**config.mk**
```make
export PLATFORM = sky130hd
export DESIGN_NAME = mono_note_priority_assigner_top_flat
export DESIGN_NICKNAME = d
export VERILOG_FILES = /design/src/hw/rtl/mnpa_pkg.sv /design/src/hw/rtl/mnpa_stream_if.sv /design/src/hw/rtl/mono_note_priority_assigner_top.sv /design/src/hw/rtl/mnpa_decide.sv /design/src/hw/rtl/mnpa_event_fifo.sv /design/src/flat_wrapper.sv
export SDC_FILE = /design/constraint.sdc
export NUM_CORES = 1
export LEC_CHECK = 0
export ABC_AREA = 0
export BUFFER_PORTS_ARGS = -buffer_cell sky130_fd_sc_hd__buf_2
export CORE_ASPECT_RATIO = 0.5
export CORE_MARGIN = 3
export CORE_UTILIZATION = 50
export CTS_CLUSTER_SIZE = 12
export DETAILED_ROUTE_END_ITERATION = 8
export PLACE_DENSITY = 0.72
export SKIP_CTS_REPAIR_TIMING = 1
export SLEW_MARGIN = 40
export SYNTH_ARGS = -nofsm -noshare
export SYNTH_HDL_FRONTEND = slang
export SYNTH_HIERARCHICAL = 1
export SYNTH_SLANG_ARGS = --single-unit
```
**constraint.sdc**
```tcl
create_clock -name clk_i -period 7.4 [get_ports clk_i]
set_input_delay 1.11 -clock clk_i [delete_from_list [all_inputs] [get_ports clk_i]]
set_output_delay 1.11 -clock clk_i [all_outputs]
set_load 0.01 [all_outputs]
```
**src/hw/rtl/mnpa_pkg.sv**
```systemverilog
// Shared types, codes and constants of the monophonic note priority assigner.
// No dependencies; every other file but mnpa_stream_if imports this package.
package mnpa_pkg;

  localparam int unsigned NOTE_BUTTONS = 10;
  localparam int unsigned BTN_W        = 4;
  localparam int unsigned NOTE_W       = 7;
  localparam int unsigned SCALE_W      = 35;
  localparam int unsigned CFG_IDX_W    = 2;
  localparam int unsigned CFG_DATA_W   = 35;
  localparam int unsigned EVENT_DEPTH  = 4;

  localparam logic [BTN_W-1:0] SHIFT_OWNER = 4'd10;

  typedef enum logic [CFG_IDX_W-1:0] {
    CFG_PROFILE  = 2'd0,
    CFG_SCALE_LO = 2'd1,
    CFG_SCALE_HI = 2'd2
  } cfg_reg_e;

  typedef enum logic [1:0] {
    EV_OFF    = 2'd0,
    EV_PLAY   = 2'd1,
    EV_STOP   = 2'd2,
    EV_RETRIG = 2'd3
  } event_kind_e;

  typedef enum logic [1:0] {
    BEND_NONE = 2'd0,
    BEND_DOWN = 2'd1,
    BEND_UP   = 2'd2
  } bend_e;

  typedef struct packed {
    logic [NOTE_BUTTONS-1:0] pressed_mask;
    logic [NOTE_BUTTONS-1:0] released_mask;
    logic [NOTE_BUTTONS-1:0] held_mask;
    logic                    down_shift_held;
    logic                    up_shift_held;
    logic                    down_shift_pressed;
  } scan_t;

  typedef struct packed {
    event_kind_e       event_kind;
    logic [NOTE_W-1:0] note_number;
    logic              last_event;
  } event_t;

  typedef struct packed {
    logic               profile_select;
    logic [SCALE_W-1:0] scale_notes_low;
    logic [SCALE_W-1:0] scale_notes_high;
  } cfg_t;

  typedef struct packed {
    logic [1:0] count;
    event_t     ev0;
    event_t     ev1;
  } ev_pair_t;

endpackage

```
**src/hw/rtl/mnpa_stream_if.sv**
```systemverilog
// Valid/ready channel carrying one payload per transfer.
// Payload type is a parameter; used with types from mnpa_pkg.
interface mnpa_stream_if #(
  parameter type payload_t = logic
) ();
  logic     valid;
  logic     ready;
  payload_t payload;

  modport source (output valid, output payload, input ready);
  modport sink (input valid, input payload, output ready);
endinterface

```
**src/hw/rtl/mono_note_priority_assigner_top.sv**
```systemverilog
// Top level of the monophonic note priority assigner.
// Depends on mnpa_pkg, mnpa_stream_if, mnpa_decide and mnpa_event_fifo.
//
// Usage:
//   scan_i carries one button scan per transfer; event_o carries one MIDI or
//   audio event per transfer, last_event marking the final event of a scan.
//   A scan causes zero, one or two events.
//   Registers are written through cfg_we_i / cfg_idx_i / cfg_wdata_i while
//   the block is idle; indexes: profile, scale notes low, scale notes high.
// Timing:
//   A scan is held in an input register, decided combinationally, and its
//   events are registered into a four-entry event buffer, from which they
//   are offered. One scan is taken per cycle while the buffer has room;
//   throughput is set by the single event output port, one event per cycle
//   while the receiver is ready, so each event of a scan takes its own transfer.
// Reset and stall:
//   Reset clears the voice state, the registers and the buffer. When the
//   receiver stalls, the buffer fills and scan_i.ready drops while a scan waits
//   in the input register and fewer than two entries are free; nothing is lost.
module mono_note_priority_assigner_top #(
  parameter int unsigned EventDepth = mnpa_pkg::EVENT_DEPTH
) (
  input  logic                                clk_i,
  input  logic                                rst_ni,
  input  logic                                cfg_we_i,
  input  logic [mnpa_pkg::CFG_IDX_W-1:0]      cfg_idx_i,
  input  logic [mnpa_pkg::CFG_DATA_W-1:0]     cfg_wdata_i,
  mnpa_stream_if.sink                         scan_i,
  mnpa_stream_if.source                       event_o
);
  import mnpa_pkg::*;

  cfg_t     cfg_q;
  scan_t    scan_q;
  logic     scan_vld_q;
  logic     room;
  logic     advance;
  ev_pair_t evs;
  ev_pair_t push;

  assign advance      = scan_vld_q && room;
  assign scan_i.ready = !scan_vld_q || advance;

  always_ff @(posedge clk_i or negedge rst_ni) begin
    if (!rst_ni) begin
      cfg_q <= '0;
    end else if (cfg_we_i) begin
      case (cfg_reg_e'(cfg_idx_i))
        CFG_PROFILE:  cfg_q.profile_select   <= cfg_wdata_i[0];
        CFG_SCALE_LO: cfg_q.scale_notes_low  <= cfg_wdata_i[SCALE_W-1:0];
        CFG_SCALE_HI: cfg_q.scale_notes_high <= cfg_wdata_i[SCALE_W-1:0];
        default: ;
      endcase
    end
  end

  always_ff @(posedge clk_i or negedge rst_ni) begin
    if (!rst_ni) begin
      scan_vld_q <= 1'b0;
    end else if (scan_i.ready) begin
      scan_vld_q <= scan_i.valid;
    end
  end

  always_ff @(posedge clk_i) begin
    if (scan_i.valid && scan_i.ready) begin
      scan_q <= scan_i.payload;
    end
  end

  mnpa_decide u_decide (
    .clk_i     (clk_i),
    .rst_ni    (rst_ni),
    .cfg_i     (cfg_q),
    .scan_i    (scan_q),
    .advance_i (advance),
    .evs_o     (evs)
  );

  always_comb begin
    push = evs;
    if (!advance) push.count = 2'd0;
  end

  mnpa_event_fifo #(
    .Depth (EventDepth)
  ) u_fifo (
    .clk_i   (clk_i),
    .rst_ni  (rst_ni),
    .push_i  (push),
    .room_o  (room),
    .valid_o (event_o.valid),
    .ready_i (event_o.ready),
    .event_o (event_o.payload)
  );

endmodule

```
**src/hw/rtl/mnpa_decide.sv**
```systemverilog
// Note priority decision: voice state registers and the per-scan event logic.
// Depends on mnpa_pkg.
module mnpa_decide (
  input  logic             clk_i,
  input  logic             rst_ni,
  input  mnpa_pkg::cfg_t   cfg_i,
  input  mnpa_pkg::scan_t  scan_i,
  input  logic             advance_i,
  output mnpa_pkg::ev_pair_t evs_o
);
  import mnpa_pkg::*;

  logic [NOTE_W-1:0] sounding_note_q, sounding_note_d;
  logic              note_active_q, note_active_d;
  logic [BTN_W-1:0]  owner_button_q, owner_button_d;
  logic              owner_valid_q, owner_valid_d;
  bend_e             last_bend_q, last_bend_d;

  function automatic logic [3:0] pos_of(input logic [BTN_W-1:0] btn);
    logic [3:0] p;
    case (btn)
      4'd0:    p = 4'd7;
      4'd1:    p = 4'd6;
      4'd2:    p = 4'd4;
      4'd3:    p = 4'd5;
      4'd4:    p = 4'd2;
      4'd5:    p = 4'd0;
      4'd6:    p = 4'd1;
      4'd7:    p = 4'd3;
      4'd8:    p = 4'd9;
      4'd9:    p = 4'd8;
      default: p = 4'd0;
    endcase
    return p;
  endfunction

  function automatic logic [NOTE_W-1:0] riff_of(input logic [BTN_W-1:0] btn);
    logic [NOTE_W-1:0] n;
    case (btn)
      4'd0:    n = 7'd79;
      4'd1:    n = 7'd78;
      4'd2:    n = 7'd75;
      4'd3:    n = 7'd76;
      4'd8:    n = 7'd81;
      4'd9:    n = 7'd80;
      default: n = 7'd71;
    endcase
    return n;
  endfunction

  function automatic logic [NOTE_W-1:0] sat_note(input logic [NOTE_W-1:0] base,
                                                 input bend_e bend);
    logic [NOTE_W:0]   sum;
    logic [NOTE_W-1:0] res;
    sum = {1'b0, base} + 8'd12;
    case (bend)
      BEND_UP:   res = sum[NOTE_W] ? 7'd127 : sum[NOTE_W-1:0];
      BEND_DOWN: res = (base < 7'd12) ? 7'd0 : base - 7'd12;
      default:   res = base;
    endcase
    return res;
  endfunction

  logic [NOTE_W-1:0] scale_note [NOTE_BUTTONS];
  logic [2*SCALE_W-1:0] scale_all;

  assign scale_all = {cfg_i.scale_notes_high, cfg_i.scale_notes_low};

  always_comb begin
    for (int k = 0; k < NOTE_BUTTONS; k++) begin
      scale_note[k] = scale_all[NOTE_W*k +: NOTE_W];
    end
  end

  // base note of a button code; valid flag clear when there is none
  function automatic logic [NOTE_W:0] base_of(input logic [BTN_W-1:0] btn,
                                              input logic riff,
                                              input logic [NOTE_W-1:0] tbl [NOTE_BUTTONS]);
    logic [NOTE_W:0] r;
    logic [3:0]      p;
    p = pos_of(btn);
    if (riff) begin
      r = {(btn <= SHIFT_OWNER), riff_of(btn)};
    end else if (btn < SHIFT_OWNER) begin
      r = {1'b1, tbl[p]};
    end else begin
      r = '0;
    end
    return r;
  endfunction

  always_comb begin
    logic            riff;
    bend_e           bend;
    logic            have_new;
    logic [BTN_W-1:0] new_btn;
    logic [15:0]     rel_pad;
    logic            found;
    logic [BTN_W-1:0] next_btn;
    logic [NOTE_W:0] b;
    logic [NOTE_W-1:0] fin;
    event_t          e0, e1;
    logic [1:0]      n;

    riff     = cfg_i.profile_select;
    bend     = BEND_NONE;
    have_new = 1'b0;
    new_btn  = '0;
    found    = 1'b0;
    next_btn = '0;
    b        = '0;
    fin      = '0;
    e0       = '0;
    e1       = '0;
    n        = 2'd0;
    rel_pad  = {{(16-NOTE_BUTTONS){1'b0}}, scan_i.released_mask};

    sounding_note_d = sounding_note_q;
    note_active_d   = note_active_q;
    owner_button_d  = owner_button_q;
    owner_valid_d   = owner_valid_q;

    if (riff) begin
      if (scan_i.up_shift_held) bend = BEND_UP;
    end else if (scan_i.down_shift_held && !scan_i.up_shift_held) begin
      bend = BEND_DOWN;
    end else if (scan_i.up_shift_held && !scan_i.down_shift_held) begin
      bend = BEND_UP;
    end

    for (int i = 0; i < NOTE_BUTTONS; i++) begin
      if (scan_i.pressed_mask[i]) begin
        have_new = 1'b1;
        new_btn  = BTN_W'(i);
      end
    end
    if (!have_new && riff && scan_i.down_shift_pressed) begin
      have_new = 1'b1;
      new_btn  = SHIFT_OWNER;
    end

    for (int i = NOTE_BUTTONS - 1; i >= 0; i--) begin
      if (scan_i.held_mask[i] && (BTN_W'(i) != owner_button_q)) begin
        found    = 1'b1;
        next_btn = BTN_W'(i);
      end
    end

    if (have_new) begin
      b = base_of(new_btn, riff, scale_note);
      if (note_active_q && (!owner_valid_q || owner_button_q != new_btn)) begin
        e0 = '{EV_OFF, sounding_note_q, 1'b0};
        n  = 2'd1;
      end
      if (b[NOTE_W]) begin
        fin = sat_note(b[NOTE_W-1:0], bend);
        if (n == 2'd0) e0 = '{EV_PLAY, fin, 1'b0};
        else           e1 = '{EV_PLAY, fin, 1'b0};
        sounding_note_d = fin;
        note_active_d   = 1'b1;
        owner_button_d  = new_btn;
        owner_valid_d   = 1'b1;
      end else begin
        if (n == 2'd0) e0 = '{EV_STOP, 7'd0, 1'b0};
        else           e1 = '{EV_STOP, 7'd0, 1'b0};
        sounding_note_d = '0;
        note_active_d   = 1'b0;
        owner_button_d  = '0;
        owner_valid_d   = 1'b0;
      end
      n = n + 2'd1;
    end else if (owner_valid_q && owner_button_q < SHIFT_OWNER && rel_pad[owner_button_q]) begin
      if (note_active_q) begin
        e0 = '{EV_OFF, sounding_note_q, 1'b0};
        n  = 2'd1;
      end
      if (found) begin
        b   = base_of(next_btn, riff, scale_note);
        fin = sat_note(b[NOTE_W-1:0], bend);
        if (n == 2'd0) e0 = '{EV_PLAY, fin, 1'b0};
        else           e1 = '{EV_PLAY, fin, 1'b0};
        sounding_note_d = fin;
        note_active_d   = 1'b1;
        owner_button_d  = next_btn;
      end else begin
        if (n == 2'd0) e0 = '{EV_STOP, 7'd0, 1'b0};
        else           e1 = '{EV_STOP, 7'd0, 1'b0};
        sounding_note_d = '0;
        note_active_d   = 1'b0;
        owner_button_d  = '0;
        owner_valid_d   = 1'b0;
      end
      n = n + 2'd1;
    end else if (bend != last_bend_q && owner_valid_q) begin
      b = base_of(owner_button_q, riff, scale_note);
      if (b[NOTE_W]) begin
        fin = sat_note(b[NOTE_W-1:0], bend);
        if (note_active_q && sounding_note_q != fin) begin
          e0 = '{EV_OFF, sounding_note_q, 1'b0};
          e1 = '{EV_PLAY, fin, 1'b0};
          n  = 2'd2;
        end else begin
          e0 = '{(note_active_q ? EV_RETRIG : EV_PLAY), fin, 1'b0};
          n  = 2'd1;
        end
        sounding_note_d = fin;
        note_active_d   = 1'b1;
      end
    end

    last_bend_d = bend;

    if (n == 2'd2) e1.last_event = 1'b1;
    else           e0.last_event = 1'b1;

    evs_o = '{n, e0, e1};
  end

  always_ff @(posedge clk_i or negedge rst_ni) begin
    if (!rst_ni) begin
      sounding_note_q <= '0;
      note_active_q   <= 1'b0;
      owner_button_q  <= '0;
      owner_valid_q   <= 1'b0;
      last_bend_q     <= BEND_NONE;
    end else if (advance_i) begin
      sounding_note_q <= sounding_note_d;
      note_active_q   <= note_active_d;
      owner_button_q  <= owner_button_d;
      owner_valid_q   <= owner_valid_d;
      last_bend_q     <= last_bend_d;
    end
  end

endmodule

```
**src/hw/rtl/mnpa_event_fifo.sv**
```systemverilog
// Result buffer: takes up to two events per cycle, hands out one per transfer.
// Depends on mnpa_pkg. Depth must be a power of two, at least 2.
module mnpa_event_fifo #(
  parameter int unsigned Depth = mnpa_pkg::EVENT_DEPTH
) (
  input  logic               clk_i,
  input  logic               rst_ni,
  input  mnpa_pkg::ev_pair_t push_i,
  output logic               room_o,
  output logic               valid_o,
  input  logic               ready_i,
  output mnpa_pkg::event_t   event_o
);
  import mnpa_pkg::*;

  localparam int unsigned PtrW = $clog2(Depth);
  localparam int unsigned CntW = $clog2(Depth + 1);

  event_t            mem_q [Depth];
  logic [PtrW-1:0]   wr_ptr_q, wr_ptr_d, rd_ptr_q, rd_ptr_d;
  logic [CntW-1:0]   cnt_q, cnt_d;
  logic              pop;

  assign pop     = valid_o && ready_i;
  assign valid_o = (cnt_q != '0);
  assign room_o  = (cnt_q <= CntW'(Depth - 2));
  assign event_o = mem_q[rd_ptr_q];

  always_comb begin
    wr_ptr_d = wr_ptr_q + PtrW'(push_i.count);
    rd_ptr_d = rd_ptr_q + PtrW'(pop);
    cnt_d    = cnt_q + CntW'(push_i.count) - CntW'(pop);
  end

  always_ff @(posedge clk_i) begin
    if (push_i.count != 2'd0) begin
      mem_q[wr_ptr_q] <= push_i.ev0;
    end
    if (push_i.count == 2'd2) begin
      mem_q[wr_ptr_q + PtrW'(1)] <= push_i.ev1;
    end
  end

  always_ff @(posedge clk_i or negedge rst_ni) begin
    if (!rst_ni) begin
      wr_ptr_q <= '0;
      rd_ptr_q <= '0;
      cnt_q    <= '0;
    end else begin
      wr_ptr_q <= wr_ptr_d;
      rd_ptr_q <= rd_ptr_d;
      cnt_q    <= cnt_d;
    end
  end

endmodule

```
**src/flat_wrapper.sv**
```systemverilog
// flat-port wrapper written by rule: the top's interface ports become plain ports
module mono_note_priority_assigner_top_flat import mnpa_pkg::*;
#(
  parameter int unsigned EventDepth = mnpa_pkg::EVENT_DEPTH
)
  (clk_i, rst_ni, cfg_we_i, cfg_idx_i, cfg_wdata_i, scan_i_valid, scan_i_payload, scan_i_ready, event_o_valid, event_o_payload, event_o_ready);
  mnpa_stream_if #(.payload_t(scan_t)) scan_i_i ();
  mnpa_stream_if #(.payload_t(event_t)) event_o_i ();
  input  logic clk_i;
  input  logic rst_ni;
  input  logic cfg_we_i;
  input  logic [mnpa_pkg::CFG_IDX_W-1:0] cfg_idx_i;
  input  logic [mnpa_pkg::CFG_DATA_W-1:0] cfg_wdata_i;
  input wire logic [$bits(scan_i_i.valid)-1:0] scan_i_valid;
  input wire logic [$bits(scan_i_i.payload)-1:0] scan_i_payload;
  output wire logic [$bits(scan_i_i.ready)-1:0] scan_i_ready;
  output wire logic [$bits(event_o_i.valid)-1:0] event_o_valid;
  output wire logic [$bits(event_o_i.payload)-1:0] event_o_payload;
  input wire logic [$bits(event_o_i.ready)-1:0] event_o_ready;
  assign scan_i_i.valid = scan_i_valid;
  assign scan_i_i.payload = scan_i_payload;
  assign scan_i_ready = scan_i_i.ready;
  assign event_o_valid = event_o_i.valid;
  assign event_o_payload = event_o_i.payload;
  assign event_o_i.ready = event_o_ready;
  mono_note_priority_assigner_top #(.EventDepth(EventDepth)) u_core (.clk_i(clk_i), .rst_ni(rst_ni), .cfg_we_i(cfg_we_i), .cfg_idx_i(cfg_idx_i), .cfg_wdata_i(cfg_wdata_i), .scan_i(scan_i_i), .event_o(event_o_i));
endmodule
```
======== Word-level counts from Yosys, hierarchy flattened ========
Memories as Yosys holds them, arrays and structs flattened.
Cells that the tools add are included.
word-level totals
  register bits after elaboration ......... 127
  latch bits .............................. 0
  bits in writable memories ............... 40
  ROM bits ................................ 192
  bits of input ports ..................... 75
  word-level logic and storage cells ...... 285
  memories ................................ 4
memories
  name                 depth  bits a word  read ports  clocked after memory_dff  write ports  line                   RTL
  (name not given)     16     4            1           0                         0            mnpa_decide.sv:21      case (btn)
  (name not given)     16     4            1           0                         0            mnpa_decide.sv:21
  (name not given)     16     4            1           0                         0            mnpa_decide.sv:21
  u_core.u_fifo.mem_q  4      10           1           0                         2            mnpa_event_fifo.sv:19  event_t mem_q [Depth];
cells by class
  add/sub/neg operators ................... 13
  multipliers ............................. 0
  div/mod/pow operators ................... 0
  order comparisons ....................... 13
  eq/ne operators ......................... 34
  shift-type cells ........................ 0
  muxes and demuxes ....................... 153
  bitwise gates (word level) .............. 3
  reduce and logical (&&, ||, !) cells .... 47
operators by type and width
  cell                                                                    count
  7-bit two-way mux                                                       27
  10-bit two-way mux                                                      17
  4-bit two-way mux                                                       30
  5-bit one-hot mux with 6 select lines                                   3
  7-bit binary-select mux with 4-bit select                               3
  8-bit two-way mux                                                       10
  9-bit two-way mux                                                       5
  7-bit one-hot mux with 2 select lines                                   3
  1-bit two-way mux                                                       40
  2-bit two-way mux                                                       14
  7-bit by 4-bit adder with 8-bit output, second input constant           3
  4-bit by 2-bit equality test with 1-bit output, second input constant   6
  4-bit equality test, second input constant                              6
  1-bit logical AND                                                       22
  7-bit by 4-bit < comparator with 1-bit output, second input constant    3
  7-bit by 4-bit subtractor with 7-bit output, second input constant      3
  3-bit by 4-bit inequality test with 1-bit output, first input constant  4
  5-bit >= comparator, second input constant                              3
  4-bit inverter with 5-bit output                                        3
  4-bit by 1-bit equality test with 1-bit output, second input constant   3
  4-bit zero test                                                         3
  4-bit < comparator, second input constant                               3
  3-bit nonzero test                                                      3
  2-bit equality test, second input constant                              4
  other kinds (24)                                                        42

======== Depth between registers and ports, before layout ========
  depth in word-level cells ............... 42
  depth in mapped cells ................... 30

======== Cells and area by module ========
Netlist, hierarchy kept.
by module, submodules not included
  module                           instances  cells an instance  area each (µm²)  seq. area each (µm²)
  mnpa_decide                      1          929                6532.5           375.4
  mono_note_priority_assigner_top  1          191                3970.1           2792.7
  mnpa_event_fifo                  1          142                2432.3           1376.3

======== Worst setup path before layout ========
OpenSTA, ideal clock, no wires.
  path type ............................... register -> register
  start point ............................. reg u_core.u_decide.owner_button_q[0]
  end point ............................... mem u_core/u_fifo/mem_q[2][5] in the netlist's numbering (data pin)
  arrival ................................. 5.381 ns
  data required time ...................... 7.138 ns
  setup slack ............................. 1.757 ns
  stages on the path, launching flop included .. 29
  path buffers ............................ 5
  cells stage by stage .................... dfrtp_1 > clkbuf_1 > inv_1 > ha_1 > buf_6 > buf_6 > inv_1 > o21ai_0 > a32oi_1 > a21oi_1 > a21oi_1 > a21oi_1 > a21oi_1 > a21oi_1 > o21ai_0 > ha_1 > clkbuf_1 > clkbuf_1 > a21oi_1 > mux2_2 > o211ai_1 > nand2_1 > ha_1 > or3_1 > a221oi_2 > nor2_1 > a21oi_1 > a2bb2oi_1 > mux2_1
RTL lines
  what                    line                   RTL
  from (decl)             mnpa_decide.sv:15      logic [BTN_W-1:0] owner_button_q, owner_button_d;
  from (signal assigned)  mnpa_decide.sv:229     owner_button_q <= owner_button_d;
  to (decl)               mnpa_event_fifo.sv:19

==> reports/results.txt <==
Outcome: finished clean
Ys Warns: 6
Flop pwr share: 27.1%
CP bufs+invs: 1
WL final: 45,400 um
Flop2flop setup slack: 0.58 ns
Most instantiated cells after synthesis: nand2_1 (107), dfrtp_1 (94), nor2_1 (82)
CP max FO: 17
Min-delay worst type: register to register
RSZ-0062 raised after global routing: false
Largest net degree at the start of global routing: 52
Initial antenna violation count: 0
Crit Path Category: register to register
Max incr delay on CP: 0.72 ns
Hold endpoint: u_core/u_decide/sounding_note_q[6]
Rows: 40
Hold path startpoint: u_core/u_decide/sounding_note_q[6]
Via density: 6.87
Netlist cell types: 123
Final hold viol count: 0
Final Total Pwr: 6090 uW
Remaining global-route overflow: 0
Fin util: 57.6%
Nets: 1,431
All-layer global routing usage: 32.5%
Wire length per cell: 27.0 um
CP max stage cell: nor4_1
CTS tree: done
Initial Util: 52.3%
Post-route minimum period: 6.82 ns
Clk Latency, worst-skew pair: 0.45 ns
Power Density: 428 nW/um^2
I/O pin count: 87
Root Buffer: clkbuf_16
Syn Inst Count: 1,262
Setup_tns: 0 ns
Leak pwr: 0.00574 uW
Worst slew pin tran: 0.842 ns
Die area: 28,000 um^2
Die height: 120 um
Placed insts: 1,650
Die W: 233 um
Worst slew margin: 43.7%
Reg2reg start: u_core/scan_q[25]
Critical Path AT: 7.01 ns
Async set-reset flop share out of synthesis: 56.3%
Cell internal pwr: 3210 uW
Clock Tree Buf Depth: 2
R2r worst-path depth: 18
Sw Share: 47.2%
Hold path cells: 1
Clock slew at reported path FFs: 0.07 ns
Synth top area share: 18.2%
CP Depth: 18
Register area share after synthesis: 35.1%
Number of I/O port buffers: 86
Placeable Area: 24,700 um^2
DRC viols: 0
Vias in the first global route: 11,000
Initial DRC count: 1,581
Part of the power in combinational logic: 58.5%
Area delta synth->final: 10.1%
Syn Nets: 1,359
EDFF count, synth: 73
Fin worst setup slack: 0.580 ns
Fillers: 2,164
Clk_skew: 0.0142 ns
Worst path required time: 7.59 ns
Mapped cell area: 12,900 um^2
Reg2reg end: u_core/u_fifo/mem_q[2][7]
First-pass GRT wire length: 68,900 um
Max Cap Viol: 0
Via count: 11,600
Final ANT Viol Nets: 0
TritonCTS Buffers: 17
CTS sink cnt: 167
Synth area leader: dfrtp_1
Routability cong.: 1.09
Share of cells above drive strength 1: 26.6%
Synth area leaders: dfrtp_1 (18%), edfxtp_1 (17%), mux2_4 (8.1%), mux2_2 (4.2%), mux2i_1 (3.3%)
Crit. End Element: register
Finish-stage setup viols: 0
Ant. Diodes: 0
Htree depth: 4
CP Cell Sequence: nor4_1, nand4_1, o311ai_0, nand2_1, ha_1, or4_1, o221ai_4, buf_8, mux2_2, a211oi_2, ha_1, nor3_1, and3_1, o21ai_0, a22oi_1, a32oi_1, o21ai_0, mux2_1
Startpoint types: register
Most common cell in the synthesized netlist: nand2_1
Max frequency: 147 MHz
Post-DP HPWL: 34,500 um
Delay-heaviest family, CP: simple AND/OR/NAND/NOR gates
Number of synthesized register bits: 167
Final Cycle Share: 92.2%
Worst vdd ir: 192 uV
Drt pass-1 iters: 8
Clock Power Share: 14.4%
Final slew viol count: 0
Setup Slack @ Placement: 0.656 ns
Mapped Avg Cell Area: 10.2 um^2
Switch Pwr: 2880 uW
Synth Flop Type: dfrtp_1
Layout Cells excl Fill: 1,683
## power by group through the flow
stage	Combinational (uW)	Sequential, uW	Clock (uW)
after floorplan	2600	1470	0
after global placement	3400	1640	0
after detailed placement	3440	1650	0
after CTS	3470	1640	895
after global routing	3800	1680	929
final	3560	1650	879
## cell families (layout without fill, tap and decap cells)
logic type / count (synthesis) / after routing / synth area share (%)
simple gates: 376 / 376 / 15.4
compound gates: 386 / 386 / 22.8
fa+ha+maj: 22 / 22 / 2.19
flops: 167 / 167 / 35.1
buf+inv: 112 / 197 / 4.46
mux: 185 / 185 / 19.0
xor+xnor: 14 / 14 / 0.948
## state kept, by name, summed over array words and instances (netlist names)
signal / cells
u_core/scan_q: 33
u_core/u_decide/owner_valid_q: 1
u_core/u_decide/last_bend_q: 2
u_core/u_fifo/cnt_q: 3
u_core/scan_vld_q: 1
u_core/cfg_q: 71
u_core/u_decide/sounding_note_q: 7
u_core/u_fifo/rd_ptr_q: 2
u_core/u_decide/owner_button_q: 4
u_core/u_fifo/wr_ptr_q: 2
u_core/u_fifo/mem_q: 40
u_core/u_decide/note_active_q: 1
## metrics by stage
stage               hold slack [ns]  instance area, um^2
floorplan                     0.472                12900
global placement              0.493                13600
detailed placement            0.498                13600
CTS                           0.514                14200
global route                  0.534                14200
finish                        0.512                14200
## worst max path at each step
stage	end	slack, ns	start
6_report	u_core/u_fifo/mem_q[2][7]	0.58	u_core/scan_q[25]
2_1_floorplan	u_core/u_fifo/mem_q[2][5]	1.76	u_core/u_decide/owner_button_q[0]
3_5_place_dp	u_core/u_fifo/mem_q[2][7]	0.66	u_core/scan_q[25]
3_3_place_gp	u_core/u_fifo/mem_q[2][5]	0.79	u_core/scan_q[25]
4_1_cts	u_core/u_fifo/mem_q[2][7]	0.63	u_core/scan_q[25]
5_1_grt	u_core/u_fifo/mem_q[1][1]	0.28	u_core/scan_q[25]
## cells in the final DEF, fill, tap and decap left out, types with 8 or more instances in the layout
cell type and instances:
a31oi_1 18, inv_1 39, a211o_1 8, o211ai_1 18
edfxtp_1 73, clkbuf_16 18, nor3_1 24, o21ai_1 15
xnor2_1 13, o31ai_1 10, a21o_1 11, o221ai_1 9
mux2_1 10, nand2b_1 14, nand2_1 107, a21oi_1 63
buf_4 34, mux2_4 70, nand3_1 35, mux2i_1 42
ha_1 21, nor2_1 82, and2_1 12, mux2_2 48
a211oi_1 18, buf_2 86, o21ai_0 66, and3_1 14
nand4_1 16, mux4_2 15, dfrtp_1 94, o21a_1 11
o22ai_1 16
## final cells by class
cell class	count	area, um^2	area share (%)
sequential	167	4540	31.9
timing repair buffer	121	701	4.92
inverter	44	165	1.16
tap	336	420	2.95
clock buffer	24	520	3.66
multi-input combinational	983	7830	55.0
clock inverter	8	61.3	0.431
## routing by layer
metal	up-vias	global-route usage [%]	routed length, um	share of wire (%)
met3	81	8.70	4700	10
met1	5779	47.5	20400	45
met2	655	47.1	19100	42
met5	-	0	0	0
li1	5043	-	-	-
met4	0	9.43	1210	2.7
(Power assumes the default switching activity.)
